## src/hw/rtl/utf8enc_pkg.sv

```systemverilog
// ----------------------------------------------------------------------------
// utf8enc_pkg
// shared widths, code point limits and request types for the utf-8 encoder
// ----------------------------------------------------------------------------
package utf8enc_pkg;

	localparam int COUNT_WIDTH = 16;
	localparam int CAP_WIDTH   = 16;
	localparam int LEN_WIDTH   = 16;
	localparam int WIDE_W      = ((COUNT_WIDTH > CAP_WIDTH) ? COUNT_WIDTH : CAP_WIDTH) + 1;
	localparam int QDEPTH      = 2;
	localparam int QPTR_W      = (QDEPTH > 1) ? $clog2(QDEPTH) : 1;

	localparam logic [31:0] CP_2BYTE = 32'h0000_0080;
	localparam logic [31:0] CP_3BYTE = 32'h0000_0800;
	localparam logic [31:0] CP_4BYTE = 32'h0001_0000;
	localparam logic [31:0] CP_LIMIT = 32'h0011_0000;
	localparam logic [31:0] SURR_LO  = 32'h0000_D800;
	localparam logic [31:0] SURR_HI  = 32'h0000_DFFF;
	localparam logic [31:0] CP_REPL  = 32'h0000_FFFD;

	localparam logic [7:0] LEAD2 = 8'hC0;
	localparam logic [7:0] LEAD3 = 8'hE0;
	localparam logic [7:0] LEAD4 = 8'hF0;
	localparam logic [7:0] CONT  = 8'h80;

	typedef logic [COUNT_WIDTH-1:0] count_t;

	typedef struct packed {
		logic [3:0][7:0]       seq;
		logic [1:0]            last_idx;
		logic                  done;
		logic                  oos;
		logic [LEN_WIDTH-1:0]  len;
	} job_t;

	typedef struct packed {
		logic full;
		logic empty;
	} q_stat_t;

endpackage

```

## src/hw/rtl/utf8enc_ifs.sv

```systemverilog
// ----------------------------------------------------------------------------
// utf8enc interfaces
// valid/ready channels for code points, output bytes and capacity writes
// ----------------------------------------------------------------------------
interface utf8enc_cp_if import utf8enc_pkg::*; ();
	logic        valid;
	logic        ready;
	logic [31:0] code_point;
	logic        string_start;

	modport source (output valid, code_point, string_start, input ready);
	modport sink   (input valid, code_point, string_start, output ready);
endinterface

interface utf8enc_byte_if import utf8enc_pkg::*; ();
	logic                 valid;
	logic                 ready;
	logic [7:0]           out_byte;
	logic                 run_last;
	logic                 string_done;
	logic                 out_of_space;
	logic [LEN_WIDTH-1:0] string_length;

	modport source (output valid, out_byte, run_last, string_done, out_of_space,
		string_length, input ready);
	modport sink   (input valid, out_byte, run_last, string_done, out_of_space,
		string_length, output ready);
endinterface

interface utf8enc_cfg_if import utf8enc_pkg::*; ();
	logic                 valid;
	logic                 ready;
	logic [CAP_WIDTH-1:0] data;

	modport source (output valid, data, input ready);
	modport sink   (input valid, data, output ready);
endinterface

```

## src/hw/rtl/utf8enc_front.sv

```systemverilog
// ----------------------------------------------------------------------------
// utf8enc_front
// accepts code points, tracks string fill, builds up to one byte request each
// ----------------------------------------------------------------------------
module utf8enc_front import utf8enc_pkg::*; (
	input  logic     clk,
	input  logic     arst_n,
	utf8enc_cp_if.sink  points,
	utf8enc_cfg_if.sink cfg,
	input  q_stat_t  q_stat,
	output logic     push,
	output job_t     push_job
);

	logic [CAP_WIDTH-1:0] cap_q;
	count_t               used_q;
	logic                 fin_q;

	logic [WIDE_W-1:0]    cap_w;
	logic [WIDE_W-1:0]    max_w;
	count_t               ecap;
	count_t               used_eff;
	logic                 fin_eff;
	logic [31:0]          cp;
	logic [31:0]          cp3;
	logic [2:0]           n;
	logic [3:0][7:0]      enc;
	logic [COUNT_WIDTH:0] sum;
	logic                 fits;
	logic                 full;
	logic [1:0]           fill_m1;
	logic                 accept;
	logic                 emit;
	count_t               next_used;
	logic                 next_fin;
	job_t                 job;

	assign points.ready = !q_stat.full;
	assign cfg.ready    = 1'b1;
	assign accept       = points.valid && points.ready;
	assign cp           = points.code_point;

	always_comb begin
		cap_w    = WIDE_W'(cap_q);
		max_w    = WIDE_W'({COUNT_WIDTH{1'b1}});
		ecap     = count_t'((cap_w > max_w) ? max_w : cap_w);
		used_eff = points.string_start ? '0 : used_q;
		fin_eff  = points.string_start ? 1'b0 : fin_q;
	end

	// byte sequence for the code point
	always_comb begin
		enc = '0;
		cp3 = cp;
		if (cp < CP_2BYTE) begin
			n      = 3'd1;
			enc[0] = cp[7:0];
		end else if (cp < CP_3BYTE) begin
			n      = 3'd2;
			enc[0] = LEAD2 | {3'b000, cp[10:6]};
			enc[1] = CONT | {2'b00, cp[5:0]};
		end else if (cp >= CP_4BYTE && cp < CP_LIMIT) begin
			n      = 3'd4;
			enc[0] = LEAD4 | {5'b00000, cp[20:18]};
			enc[1] = CONT | {2'b00, cp[17:12]};
			enc[2] = CONT | {2'b00, cp[11:6]};
			enc[3] = CONT | {2'b00, cp[5:0]};
		end else begin
			if (cp >= CP_4BYTE || (cp >= SURR_LO && cp <= SURR_HI)) begin
				cp3 = CP_REPL;
			end
			n      = 3'd3;
			enc[0] = LEAD3 | {4'b0000, cp3[15:12]};
			enc[1] = CONT | {2'b00, cp3[11:6]};
			enc[2] = CONT | {2'b00, cp3[5:0]};
		end
	end

	always_comb begin
		sum     = {1'b0, used_eff} + (COUNT_WIDTH+1)'(n);
		fits    = sum <= {1'b0, ecap};
		full    = sum[COUNT_WIDTH-1:0] == ecap;
		fill_m1 = 2'(ecap - used_eff - count_t'(1));

		next_used    = used_eff;
		next_fin     = fin_eff;
		emit         = 1'b0;
		job.seq      = '0;
		job.last_idx = '0;
		job.done     = 1'b0;
		job.oos      = 1'b0;
		job.len      = '0;
		if (!fin_eff) begin
			if (used_eff >= ecap) begin
				next_fin = 1'b1;
			end else if (cp == '0) begin
				// terminator
				emit     = 1'b1;
				next_fin = 1'b1;
				job.done = 1'b1;
				job.len  = LEN_WIDTH'(used_eff);
			end else if (!fits) begin
				// pad the rest of the string with zeros
				emit         = 1'b1;
				next_used    = ecap;
				next_fin     = 1'b1;
				job.last_idx = fill_m1;
				job.done     = 1'b1;
				job.oos      = 1'b1;
				job.len      = LEN_WIDTH'(ecap);
			end else begin
				emit         = 1'b1;
				next_used    = sum[COUNT_WIDTH-1:0];
				next_fin     = full;
				job.seq      = enc;
				job.last_idx = 2'(n - 3'd1);
				job.done     = full;
				job.len      = full ? LEN_WIDTH'(ecap) : '0;
			end
		end
	end

	assign push     = accept && emit;
	assign push_job = job;

	always_ff @(posedge clk or negedge arst_n) begin
		if (!arst_n) begin
			cap_q  <= '1;
			used_q <= '0;
			fin_q  <= 1'b0;
		end else begin
			if (cfg.valid && cfg.ready) begin
				cap_q <= cfg.data;
			end
			if (accept) begin
				used_q <= next_used;
				fin_q  <= next_fin;
			end
		end
	end

endmodule

```

## src/hw/rtl/utf8enc_queue.sv

```systemverilog
// ----------------------------------------------------------------------------
// utf8enc_queue
// short request queue between the front and the byte sequencer
// ----------------------------------------------------------------------------
module utf8enc_queue import utf8enc_pkg::*; (
	input  logic    clk,
	input  logic    arst_n,
	input  logic    push,
	input  job_t    push_job,
	input  logic    pop,
	output job_t    head,
	output q_stat_t q_stat
);

	job_t              mem_q [QDEPTH];
	logic [QPTR_W-1:0] wr_q;
	logic [QPTR_W-1:0] rd_q;
	logic [QPTR_W:0]   cnt_q;

	function automatic logic [QPTR_W-1:0] nxt(input logic [QPTR_W-1:0] p);
		return (p == QPTR_W'(QDEPTH - 1)) ? '0 : p + QPTR_W'(1);
	endfunction

	assign q_stat.full  = cnt_q == (QPTR_W+1)'(QDEPTH);
	assign q_stat.empty = cnt_q == '0;
	assign head         = mem_q[rd_q];

	always_ff @(posedge clk) begin
		if (push) begin
			mem_q[wr_q] <= push_job;
		end
	end

	always_ff @(posedge clk or negedge arst_n) begin
		if (!arst_n) begin
			wr_q  <= '0;
			rd_q  <= '0;
			cnt_q <= '0;
		end else begin
			if (push) begin
				wr_q <= nxt(wr_q);
			end
			if (pop) begin
				rd_q <= nxt(rd_q);
			end
			if (push && !pop) begin
				cnt_q <= cnt_q + (QPTR_W+1)'(1);
			end else if (pop && !push) begin
				cnt_q <= cnt_q - (QPTR_W+1)'(1);
			end
		end
	end

endmodule

```

## src/hw/rtl/utf8enc_back.sv

```systemverilog
// ----------------------------------------------------------------------------
// utf8enc_back
// steps each request one byte a cycle into the output register unless stalled
// ----------------------------------------------------------------------------
module utf8enc_back import utf8enc_pkg::*; (
	input  logic     clk,
	input  logic     arst_n,
	input  job_t     head,
	input  q_stat_t  q_stat,
	output logic     pop,
	utf8enc_byte_if.source bytes
);

	logic                 valid_q;
	logic [1:0]           idx_q;
	logic [7:0]           byte_q;
	logic                 run_last_q;
	logic                 done_q;
	logic                 oos_q;
	logic [LEN_WIDTH-1:0] len_q;

	logic                 advance;
	logic                 load;
	logic                 last;

	assign advance = !valid_q || bytes.ready;
	assign load    = advance && !q_stat.empty;
	assign last    = idx_q == head.last_idx;
	assign pop     = load && last;

	always_ff @(posedge clk or negedge arst_n) begin
		if (!arst_n) begin
			valid_q <= 1'b0;
			idx_q   <= '0;
		end else begin
			if (advance) begin
				valid_q <= !q_stat.empty;
			end
			if (load) begin
				idx_q <= last ? '0 : idx_q + 2'd1;
			end
		end
	end

	always_ff @(posedge clk) begin
		if (load) begin
			byte_q     <= head.seq[idx_q];
			run_last_q <= last;
			done_q     <= last && head.done;
			oos_q      <= last && head.oos;
			len_q      <= last ? head.len : '0;
		end
	end

	assign bytes.valid         = valid_q;
	assign bytes.out_byte      = byte_q;
	assign bytes.run_last      = run_last_q;
	assign bytes.string_done   = done_q;
	assign bytes.out_of_space  = oos_q;
	assign bytes.string_length = len_q;

endmodule

```

## src/hw/rtl/utf32_to_utf8_encoder.sv

```systemverilog
// ----------------------------------------------------------------------------
// utf32_to_utf8_encoder
// path: an accepted item is written into the queue, then its first byte into the output register
// throughput: one output byte a cycle while the receiver is ready, an item giving 1 to 4 bytes,
// set by the byte-wide output register; the front takes an item a cycle while the queue has room
// reset: clears byte count, finished flag and queue; capacity returns to 65535
// ----------------------------------------------------------------------------
module utf32_to_utf8_encoder import utf8enc_pkg::*; (
	input  logic clk,
	input  logic arst_n,
	utf8enc_cp_if.sink     points,
	utf8enc_cfg_if.sink    cfg,
	utf8enc_byte_if.source bytes
);

	q_stat_t q_stat;
	logic    push;
	logic    pop;
	job_t    push_job;
	job_t    head;

	utf8enc_front u_front (
		.clk      (clk),
		.arst_n   (arst_n),
		.points   (points),
		.cfg      (cfg),
		.q_stat   (q_stat),
		.push     (push),
		.push_job (push_job)
	);

	utf8enc_queue u_queue (
		.clk      (clk),
		.arst_n   (arst_n),
		.push     (push),
		.push_job (push_job),
		.pop      (pop),
		.head     (head),
		.q_stat   (q_stat)
	);

	utf8enc_back u_back (
		.clk    (clk),
		.arst_n (arst_n),
		.head   (head),
		.q_stat (q_stat),
		.pop    (pop),
		.bytes  (bytes)
	);

endmodule

```

## src/flat_wrapper.sv

```systemverilog
// flat-port wrapper written by rule: the top's interface ports become plain ports
module utf32_to_utf8_encoder_flat import utf8enc_pkg::*;
  (clk, arst_n, points_valid, points_code_point, points_string_start, points_ready, cfg_valid, cfg_data, cfg_ready, bytes_valid, bytes_out_byte, bytes_run_last, bytes_string_done, bytes_out_of_space, bytes_string_length, bytes_ready);
  utf8enc_cp_if points_i ();
  utf8enc_cfg_if cfg_i ();
  utf8enc_byte_if bytes_i ();
  input  logic clk;
  input  logic arst_n;
  input wire logic [$bits(points_i.valid)-1:0] points_valid;
  input wire logic [$bits(points_i.code_point)-1:0] points_code_point;
  input wire logic [$bits(points_i.string_start)-1:0] points_string_start;
  output wire logic [$bits(points_i.ready)-1:0] points_ready;
  input wire logic [$bits(cfg_i.valid)-1:0] cfg_valid;
  input wire logic [$bits(cfg_i.data)-1:0] cfg_data;
  output wire logic [$bits(cfg_i.ready)-1:0] cfg_ready;
  output wire logic [$bits(bytes_i.valid)-1:0] bytes_valid;
  output wire logic [$bits(bytes_i.out_byte)-1:0] bytes_out_byte;
  output wire logic [$bits(bytes_i.run_last)-1:0] bytes_run_last;
  output wire logic [$bits(bytes_i.string_done)-1:0] bytes_string_done;
  output wire logic [$bits(bytes_i.out_of_space)-1:0] bytes_out_of_space;
  output wire logic [$bits(bytes_i.string_length)-1:0] bytes_string_length;
  input wire logic [$bits(bytes_i.ready)-1:0] bytes_ready;
  assign points_i.valid = points_valid;
  assign points_i.code_point = points_code_point;
  assign points_i.string_start = points_string_start;
  assign points_ready = points_i.ready;
  assign cfg_i.valid = cfg_valid;
  assign cfg_i.data = cfg_data;
  assign cfg_ready = cfg_i.ready;
  assign bytes_valid = bytes_i.valid;
  assign bytes_out_byte = bytes_i.out_byte;
  assign bytes_run_last = bytes_i.run_last;
  assign bytes_string_done = bytes_i.string_done;
  assign bytes_out_of_space = bytes_i.out_of_space;
  assign bytes_string_length = bytes_i.string_length;
  assign bytes_i.ready = bytes_ready;
  utf32_to_utf8_encoder u_core (.clk(clk), .arst_n(arst_n), .points(points_i), .cfg(cfg_i), .bytes(bytes_i));
endmodule
```

## config.mk

```make
export PLATFORM = sky130hd
export DESIGN_NAME = utf32_to_utf8_encoder_flat
export DESIGN_NICKNAME = d
export VERILOG_FILES = /design/src/hw/rtl/utf8enc_pkg.sv /design/src/hw/rtl/utf8enc_ifs.sv /design/src/hw/rtl/utf8enc_front.sv /design/src/hw/rtl/utf8enc_queue.sv /design/src/hw/rtl/utf8enc_back.sv /design/src/hw/rtl/utf32_to_utf8_encoder.sv /design/src/flat_wrapper.sv
export SDC_FILE = /design/constraint.sdc
export NUM_CORES = 1
export LEC_CHECK = 0
export BUFFER_PORTS_ARGS = -buffer_cell sky130_fd_sc_hd__buf_2
export CORE_ASPECT_RATIO = 0.5
export CORE_MARGIN = 1
export CORE_UTILIZATION = 45
export DETAILED_ROUTE_END_ITERATION = 10
export GPL_TIMING_DRIVEN = 0
export SLEW_MARGIN = 10
export SYNTH_ARGS = -nofsm -noshare
export SYNTH_HDL_FRONTEND = slang
export SYNTH_HIERARCHICAL = 1
export SYNTH_SLANG_ARGS = --single-unit
```

## constraint.sdc

```tcl
create_clock -name clk -period 6.1 [get_ports clk]
set_input_delay 0.61 -clock clk [delete_from_list [all_inputs] [get_ports clk]]
set_output_delay 0.61 -clock clk [all_outputs]
set_load 0.05 [all_outputs]
```

**After elaboration in Yosys (flattened, before gate mapping)**

Memory sizes are Yosys's and may differ from the RTL's.
Index checks and enable logic that the tools add are counted.

- Eq/ne operators: 3
- Add/sub/neg operators: 9
- Reduce and logical (&&, ||, !) cells: 20
- Order comparisons: 9
- Multiplexer cells: 42

Operator list:

| kind | count |
|---|---|
| $mux W16 | 11 |
| $mux W52 | 2 |
| $mux W34 | 1 |
| $ge A32 B16 Y1 const B | 1 |
| $ge A32 B17 Y1 const B | 1 |
| $le A32 B16 Y1 const B | 1 |
| $logic_not A32 Y1 | 1 |
| $lt A32 B12 Y1 const B | 1 |
| $lt A32 B21 Y1 const B | 1 |
| $lt A32 B8 Y1 const B | 1 |
| $mux W32 | 1 |
| $mux W24 | 1 |
| $mux W8 | 3 |
| $mux W22 | 1 |
| $add A16 B3 Y17 | 1 |
| $le A17 B16 Y1 | 1 |
| $bmux W8 S2 | 1 |
| $eq A16 B16 Y1 | 1 |
| $ge A16 B16 Y1 | 1 |
| $mux W1 | 14 |
| $mux W3 | 4 |
| $logic_and A1 B1 Y1 | 10 |
| $mux W2 | 3 |
| $sub A2 B1 Y2 const B | 3 |
| other kinds (10) | 17 |

- RAM bits: 104
- Memories: 1
- Output and inout bits: 30
- Word-level logic and storage cells: 97
- Bits of input ports: 54
- Register bits: 67

Memories:

| name | words | width | rd ports | clocked after Yosys merged registers in | write ports | RTL line | RTL |
|---|---|---|---|---|---|---|---|
| u_core.u_queue.mem_q | 2 | 52 | 1 | 0 | 1 | utf8enc_queue.sv:15 | `job_t mem_q [QDEPTH];` |

**Longest topological paths before layout**

Gate-level depths: netlist (run 1).

- Word-level depth: 12
- Mapped depth: 24

**Modules after synthesis**

The synthesis (run 1) kept the hierarchy.

Modules (own cells, without submodules):

| module | sequential area each (µm²) | times used | area an instance (µm²) | cells an instance |
|---|---|---|---|---|
| utf8enc_queue | 3,223.1 | 1 | 4,190.3 | 178 |
| utf8enc_front | 845.8 | 1 | 3,758.6 | 494 |
| utf8enc_back | 885.8 | 1 | 1,325.0 | 77 |

**Worst setup path after synthesis (run 1)**

No wires, ideal clock.

- Kind: input -> register
- From: input port points_code_point[18]
- To: memory u_core/u_queue/mem_q[0][21] in the netlist's numbering, data pin
- Arrival time: 5,807 ps
- Stages on the path: 23
- Setup slack: 52 ps
- Cell sequence: nor4_1 -> and2b_1 -> nand2_1 -> nor3_1 -> nand2_1 -> o21ai_0 -> ha_1 -> inv_1 -> fa_1 -> nor2b_1 -> o2111ai_2 -> nor3b_1 -> nand3_1 -> xnor2_1 -> ha_1 -> nand2_1 -> nor2_1 -> nand4_1 -> or4_1 -> clkbuf_1 -> a21oi_4 -> nand3_1 -> a2111oi_0

RTL lines:

| element | RTL line | RTL |
|---|---|---|
| start: declaration | flat_wrapper.sv:10 | `input wire logic [$bits(points_i.code_point)-1:0] points_code_point;` |
| end: declaration | utf8enc_queue.sv:15 |  |

==> results.md, run 1 <==
* DP Worst Slack at -1.657 ns
* Count of yosys warnings during synthesis at 6
* Number of enable-type register cells in the synthesized netlist at 131
* Site row count at 36
* Final RePlAce weighted congestion at 0.8945
* Flip-flop and latch count after synthesis at 171
* Share of cells above drive strength 1 at 0.2947
* Combinational cell fraction of total power at 0.397
* Tightest hold margin at 0.3312 ns
* Type of destination of the critical path: flip-flop
* Diodes inserted at 0
* Setup TNS at 0 ns
* Met3 wire length at 1167 um
* Count of fill cells added during filler insertion at 1,703
* Full die area at 21,220 sq um
* Run status: completed
* Total power per unit cell area at 452.8 nW/um^2
* HPWL after detailed placement at 15,750 um
* Clock insertion delay at the later pin of the skew report at 0.43 ns
* Startpoint Class: input pin
* Largest voltage drop on the vdd net at 0.0001964 V
* Average size of a mapped cell at 12.38 sq um
* Via count of the first global-routing pass at 6,370
* Category of the critical setup timing path: in -> reg
* Maximum number of pins on one net before global-route repair at 53
* CTS Buf Count at 17
* Clk pwr share at 0.233
* Post-layout worst setup margin at 0.2839 ns
* Remaining max-slew budget at the tightest pin at 0.3565
* Number of violations reported at the end of detailed-routing iteration 0 at 501
* Number of antenna violations at the first check in global routing at 0
* Tot GR Track Use at 0.2244
* Distinct cells, synth at 72
* Max-capacitance violation count at 0
* Die Width at 205.0 um
* Worst-case clock skew at 0.01079 ns
* Post-Route WL at 22,460 um
* RSZ-0062 raised after global routing: no
* Highest routing layer actually used: met4
* Total number of H-tree levels at 4
* Cell-internal power at 3.140 mW
* Launch point of the critical path: points_code_point[18]
* Worst min-delay path class: in -> async
* Crit path time final at 5.816 ns
* Part of the cycle the worst path needs at 0.9535
* DRC Markers at 0
* Via count of the routed design at 6,361
* Design area at 10,880 sq um
* Total cell area at the placement stage at 10,090 sq um
* DR vias/cell at 5.590
* Number of failing setup endpoints in the final timing report at 0
* Die height at 103.5 um
* Clock root buffer: sky130_fd_sc_hd__clkbuf_16
* Post-Syn Instances at 749
* Final nets at 951
* Remaining Overflow, GRT at 0
* Core area at 19,820 sq um
* TritonCTS clock tree: built
* Hold-fix buffer count after cts at 0
* First-pass detailed-route iteration total at 5
* Net Sw Frac at 0.3624
* Transition time at the pin with the least slew margin at 0.9652 ns
* Reg-to-reg setup timing slack at 1.31 ns
* Required time worst endpoint at 6.32 ns
* WL met2 at 10,260 um
* Pins over their slew limit at 0
* Sink count of the clock tree at 171
* Commonest register cell after synthesis: sky130_fd_sc_hd__edfxtp_1
* Max Clk Rate at 0.1719 GHz
* Total power draw at 4.925 mW
* Total leakage power at 4.392 nW
* Routed metal-1 wire length at 10,650 um
* Switching power of the nets at 1.785 mW
* Number of top-level pins at 84
* Fraction of registers with async set or reset after synthesis at 0.2339
* Average wire per cell in the routed design at 19.74 um
* Netlist area before placement at 9274 sq um
* Reg-to-Reg Start: u_core/u_front/used_q[0]
* Peak fanout along the critical path at 10
* Starting density of the core at 0.4679
* Leading cell type in the layout, fill and taps excluded: sky130_fd_sc_hd__edfxtp_1
* Final hold viol count at 0
* Commonest non-fill, non-tap cells in the layout: sky130_fd_sc_hd__edfxtp_1, sky130_fd_sc_hd__buf_2, sky130_fd_sc_hd__nand2_1
* DRT antenna net count at 0
* Clock-pin slew of the registers on the worst-case setup and hold paths at 0.07 ns
* Sequential fraction of the synthesis area at 0.5343
* Reg power frac at 0.370
* CTS max path bufs at 2
* Input/output buffers at 82
* Synthesis-to-finish area growth at 17.27%
* Wire length of the first global-routing pass at 35,660 um
* Worst endpoint data arrival time at 6.04 ns
power by group through the flow:
| stage | logic, mW | registers (mW) | clock network (mW) |
|---|---|---|---|
| 6_report | 1.96 | 1.82 | 1.15 |
| 5_1_grt | 2.10 | 1.85 | 1.21 |
| 4_1_cts | 1.95 | 1.82 | 1.17 |
| 3_5_place_dp | 1.94 | 1.84 | 0 |
| 3_3_place_gp | 1.88 | 1.85 | 0 |
| 2_1_floorplan | 1.12 | 2.17 | 0 |
kinds of logic after synthesis:
family,after synthesis,synth area share
and+or+nand+nor,243,0.1377
adders and majority gates,38,0.05208
buffers and inverters,68,0.04169
DFF,171,0.5343
other,2,0.0008098
AOI/OAI and AO/OA,131,0.09471
muxes,73,0.1170
xor gates and xnor gates,23,0.02172
sequential cells by signal (all words and copies together) (netlist names), 2 cells and up:
name and count:
u_core/u_queue/cnt_q 2, u_core/u_back/bytes.out_byte 8, u_core/u_back/idx_q 2, u_core/u_queue/mem_q 104, u_core/u_front/used_q 16, u_core/u_front/cap_q 16, u_core/u_back/bytes.string_length 16
timing repair:
| action | 4_1_cts | 5_1_grt |
|---|---|---|
| setup endpoints to repair | 115 | 115 |
| pin swaps | 4 | 3 |
| setup buffers | 4 | 2 |
| endpoints found under the hold margin | 0 | 0 |
| resized for setup | 8 | 18 |
cell type report:
cell class | count | area (sq um) | share of cell area
timing repair buffer | 90 | 515.5 | 0.04740
inverter | 31 | 117.6 | 0.01081
sequential | 171 | 4955 | 0.4556
multi-input combinational | 512 | 4064 | 0.3737
clock buffer | 21 | 460.4 | 0.04234
clock inverter | 11 | 160.2 | 0.01473
buffer | 36 | 270.3 | 0.02485
tap | 266 | 332.8 | 0.03060
worst max-delay path, cell delays in order:
cell	delay, ns
sky130_fd_sc_hd__buf_2	0.12
sky130_fd_sc_hd__nor4_2	0.34
sky130_fd_sc_hd__and2b_1	0.24
sky130_fd_sc_hd__nand2_2	0.13
sky130_fd_sc_hd__nor3_4	0.21
sky130_fd_sc_hd__nand2_2	0.16
sky130_fd_sc_hd__o21ai_0	0.16
sky130_fd_sc_hd__ha_1	0.19
sky130_fd_sc_hd__inv_1	0.05
sky130_fd_sc_hd__fa_1	0.41
sky130_fd_sc_hd__nor2b_2	0.21
sky130_fd_sc_hd__o2111ai_4	0.19
sky130_fd_sc_hd__nor3b_4	0.31
sky130_fd_sc_hd__nand3_1	0.19
sky130_fd_sc_hd__xnor2_1	0.17
sky130_fd_sc_hd__ha_1	0.33
sky130_fd_sc_hd__nand2_1	0.09
sky130_fd_sc_hd__nor2_2	0.20
sky130_fd_sc_hd__nand4_1	0.13
sky130_fd_sc_hd__or4_1	0.42
sky130_fd_sc_hd__clkbuf_1	0.19
sky130_fd_sc_hd__a21oi_4	0.30
sky130_fd_sc_hd__clkbuf_4	0.33
sky130_fd_sc_hd__nor2_1	0.07
sky130_fd_sc_hd__a211oi_1	0.25
path summary, 6_finish.rpt:
kind	end	depth (start not counted)
max	u_core/u_queue/mem_q[0][19]	25
min	u_core/u_front/used_q[10]	1
max reg2reg	u_core/u_queue/mem_q[0][19]	20
min reg2reg	u_core/u_front/used_q[10]	2
max in group asynchronous	u_core/u_front/used_q[1]	1
min in group clk	u_core/u_front/cap_q[8]	3
routing by layer:
metal | GRT usage | vias to the layer above
met3 | 0.04028 | 29
met4 | 0.08254 | 0
met5 | 0 | -
li1 | - | 2980
met1 | 0.3182 | 3144
met2 | 0.3436 | 208
metrics by stage:
step                      instances  utilization
after global routing           1138       0.5487
after global placement         1099       0.5058
after CTS                      1137       0.5440
after detailed placement       1101       0.5093
after floorplan                 751            -
final                          1138       0.5487
cell usage after synthesis, types with 7 or more instances:
| cell | n | area, sq um |
|---|---|---|
| sky130_fd_sc_hd__dfrtp_1 | 24 | 600.6 |
| sky130_fd_sc_hd__o21ai_0 | 37 | 185.2 |
| sky130_fd_sc_hd__inv_1 | 30 | 112.6 |
| sky130_fd_sc_hd__nand2_1 | 79 | 296.5 |
| sky130_fd_sc_hd__clkbuf_1 | 17 | 63.81 |
| sky130_fd_sc_hd__ha_1 | 37 | 462.9 |
| sky130_fd_sc_hd__xnor2_1 | 15 | 131.4 |
| sky130_fd_sc_hd__nor4_1 | 8 | 50.05 |
| sky130_fd_sc_hd__nor2_1 | 36 | 135.1 |
| sky130_fd_sc_hd__and2_1 | 33 | 206.5 |
| sky130_fd_sc_hd__mux2i_1 | 12 | 120.1 |
| sky130_fd_sc_hd__dfstp_2 | 16 | 420.4 |
| sky130_fd_sc_hd__a21oi_1 | 25 | 125.1 |
| sky130_fd_sc_hd__buf_2 | 7 | 35.03 |
| sky130_fd_sc_hd__o211ai_1 | 7 | 52.55 |
| sky130_fd_sc_hd__nand3_1 | 12 | 60.06 |
| sky130_fd_sc_hd__mux2_4 | 49 | 735.7 |
| sky130_fd_sc_hd__nor2b_1 | 18 | 112.6 |
| sky130_fd_sc_hd__mux4_2 | 7 | 157.7 |
| sky130_fd_sc_hd__o22ai_1 | 7 | 43.79 |
| sky130_fd_sc_hd__nor3_1 | 19 | 95.09 |
| sky130_fd_sc_hd__a21oi_2 | 7 | 61.31 |
| sky130_fd_sc_hd__nand2b_1 | 9 | 56.30 |
| sky130_fd_sc_hd__edfxtp_1 | 131 | 3934 |
| sky130_fd_sc_hd__xor2_1 | 8 | 70.07 |
Note: power is estimated with default switching activity, not from simulation.
==> run 2: changes to the inputs <==
- CAP_MARGIN: not set -> 20
- CORE_MARGIN: 1 -> 4
==> run 2 against run 1 <==
Effect of this change:
- non-clock buffer count is 6 higher
- highest routed layer unchanged
- via count up 0.79%
- combinational power about the same
- global-route usage shrank 2.2 points
- flip-flop and latch count stayed put
- sequential share of layout area is essentially flat
- routed wire length increased by 1.9%
- critical path depth shrank 1
- register-to-register slack improved by 0.06 ns
==> results.md, run 2 (synthesized netlist as in run 1, its figures left out) <==
* Total number of H-tree levels at 4
* DRC Markers at 0
* Final nets at 957
* Worst endpoint data arrival time at 5.97 ns
* Share of cells above drive strength 1 at 0.2984
* Clk pwr share at 0.221
* Biggest register: u_core/u_queue/mem_q
* Starting density of the core at 0.4669
* Full die area at 23,110 sq um
* Wire length of the first global-routing pass at 35,360 um
* Path depth of the worst reg2reg path at 20
* Site row count at 36
* Net Sw Frac at 0.3678
* Clock-pin slew of the registers on the worst-case setup and hold paths at 0.07 ns
* Pins over their slew limit at 0
* Max Clk Rate at 0.1730 GHz
* Worst-case clock skew at 0.01346 ns
* Worst min-delay path class: in -> async
* Input/output buffers at 82
* Clock insertion delay at the later pin of the skew report at 0.44 ns
* Remaining max-slew budget at the tightest pin at 0.3807
* Design area at 10,880 sq um
* Category of the critical setup timing path: in -> reg
* WP buf/inv at 5
* Required time worst endpoint at 6.28 ns
* Peak fanout along the critical path at 10
* Reg-to-Reg Start: u_core/u_front/used_q[0]
* Crit path max-delay family: compound AO/OA/AOI/OAI gates
* Commonest non-fill, non-tap cells in the layout: sky130_fd_sc_hd__edfxtp_1, sky130_fd_sc_hd__buf_2, sky130_fd_sc_hd__nand2_1
* CTS Buf Count at 17
* Sink count of the clock tree at 171
* Die Width at 211.0 um
* HPWL after detailed placement at 15,960 um
* Capture point of the worst reg-to-reg path: u_core/u_queue/mem_q[1][49]
* Total leakage power at 4.394 nW
* Tot GR Track Use at 0.2024
* Total cell area at the placement stage at 10,090 sq um
* DRT antenna net count at 0
* Setup TNS at 0 ns
* Total power draw at 4.869 mW
* Part of the cycle the worst path needs at 0.9478
* Startpoint Class: input pin
* Reg power frac at 0.374
* TritonCTS clock tree: built
* Cell total after placement at 1,101
* Worst stage delay on the critical path at 0.59 ns
* Max-capacitance violation count at 0
* Via count of the routed design at 6,411
* Slowest cell on the critical path: sky130_fd_sc_hd__a21oi_1
* Remaining Overflow, GRT at 0
* Final RePlAce weighted congestion at 0.8950
* Clock root buffer: sky130_fd_sc_hd__clkbuf_16
* Combinational cell fraction of total power at 0.406
* CTS max path bufs at 2
* Via count of the first global-routing pass at 6,406
* Post-Route WL at 22,890 um
* Number of failing setup endpoints in the final timing report at 0
* First-pass detailed-route iteration total at 5
* Type of destination of the critical path: flip-flop
* Reg-to-reg setup timing slack at 1.37 ns
* Final instance count without filler cells at 1,144
* Die height at 109.5 um
* Run status: completed
* Leading cell type in the layout, fill and taps excluded: sky130_fd_sc_hd__edfxtp_1
* Average wire per cell in the routed design at 20.01 um
* Crit path time final at 5.782 ns
* Switching power of the nets at 1.791 mW
* Synthesis-to-finish area growth at 17.36%
* Cell-internal power at 3.078 mW
* Maximum number of pins on one net before global-route repair at 53
* Number of top-level pins at 84
* DR vias/cell at 5.604
* Core area at 19,860 sq um
* Number of antenna violations at the first check in global routing at 0
* Diodes inserted at 0
* Largest voltage drop on the vdd net at 0.0002221 V
* Transition time at the pin with the least slew margin at 0.9267 ns
* Number of violations reported at the end of detailed-routing iteration 0 at 612
* Flip-flop count of the largest register after layout at 104
* Cell chain of the critical path: buf_2 -> nor4_2 -> xnor2_1 -> nand2_1 -> clkinv_2 -> o21ai_0 -> ha_1 -> inv_1 -> fa_1 -> nor2b_2 -> o2111ai_4 -> nor3b_4 -> nand4_1 -> xnor2_1 -> ha_1 -> a21oi_1 -> o211ai_1 -> o22ai_1 -> a21oi_1 -> a21o_1 -> buf_2 -> nor3_4 -> buf_4 -> and2_1
* Total power per unit cell area at 447.4 nW/um^2
* Final design utilization at 0.5479
* Final hold viol count at 0
run 2: cell types whose count changed in the layout (fill, tap and decap cells not counted), sizes merged:
cell | previous run | this run
buf | 110 | 116
bufinv | 3 | 2
clkbuf | 37 | 35
clkinv | 4 | 5
clkinvlp | 2 | 3
inv | 33 | 34
run 2: worst max-delay path by stage:
stage                                     start                          end  slack (ns)  depth (start not counted)
final                     points_code_point[18]  u_core/u_queue/mem_q[1][49]        0.32                         24
after floorplan           points_code_point[18]  u_core/u_queue/mem_q[0][21]        0.05                         23
after CTS                 points_code_point[18]  u_core/u_queue/mem_q[1][38]        0.01                         26
after global placement    points_code_point[18]  u_core/u_queue/mem_q[0][46]       -1.93                         25
after global routing      points_code_point[18]  u_core/u_queue/mem_q[1][46]       -0.01                         25
after detailed placement  points_code_point[18]  u_core/u_queue/mem_q[1][21]       -1.64                         24
run 2: metal layers:
layer  GRT usage  share of wire  up-vias
met2      0.3231           0.46      233
met1      0.2791           0.45     3154
li1            -              -     2993
met3     0.04247          0.063       31
met5           0              0        -
met4     0.06796          0.018        0
run 2: repair_timing:
action,4_1_cts,5_1_grt
hold buffers,0,0
buffers inserted,6,5
hold endpoints to repair,0,0
resized for setup,9,16
setup endpoints to repair,115,113
pin swaps,4,3
gates cloned,0,0
run 2: power by group through the flow:
stage | sequential, mW | clock [mW] | combinational, mW
after floorplan | 2.17 | 0 | 1.12
after global placement | 1.85 | 0 | 1.89
after detailed placement | 1.84 | 0 | 1.95
after CTS | 1.82 | 1.10 | 1.97
after global routing | 1.85 | 1.15 | 2.11
final | 1.82 | 1.07 | 1.98
run 2: metrics by stage:
| step | hold WS, ns | setup WS (ns) |
|---|---|---|
| final | 0.09313 | 0.3183 |
| after global routing | 0.1192 | -0.01134 |
| after CTS | 0.3520 | 0.009780 |
| after detailed placement | 0.4719 | -1.643 |
| after global placement | 0.4578 | -1.928 |
| after floorplan | 0.3144 | 0.05150 |
run 2: layout make-up:
cell class,instances,area [sq um]
Inverter,31,117.6
Fill cell,1678,8980
Tap cell,266,332.8
Timing Repair Buffer,96,573.1
Clock buffer,19,432.9
Buffer,36,266.5
Sequential cell,171,4955
Multi-Input combinational cell,512,4065
Clock inverter,13,141.4
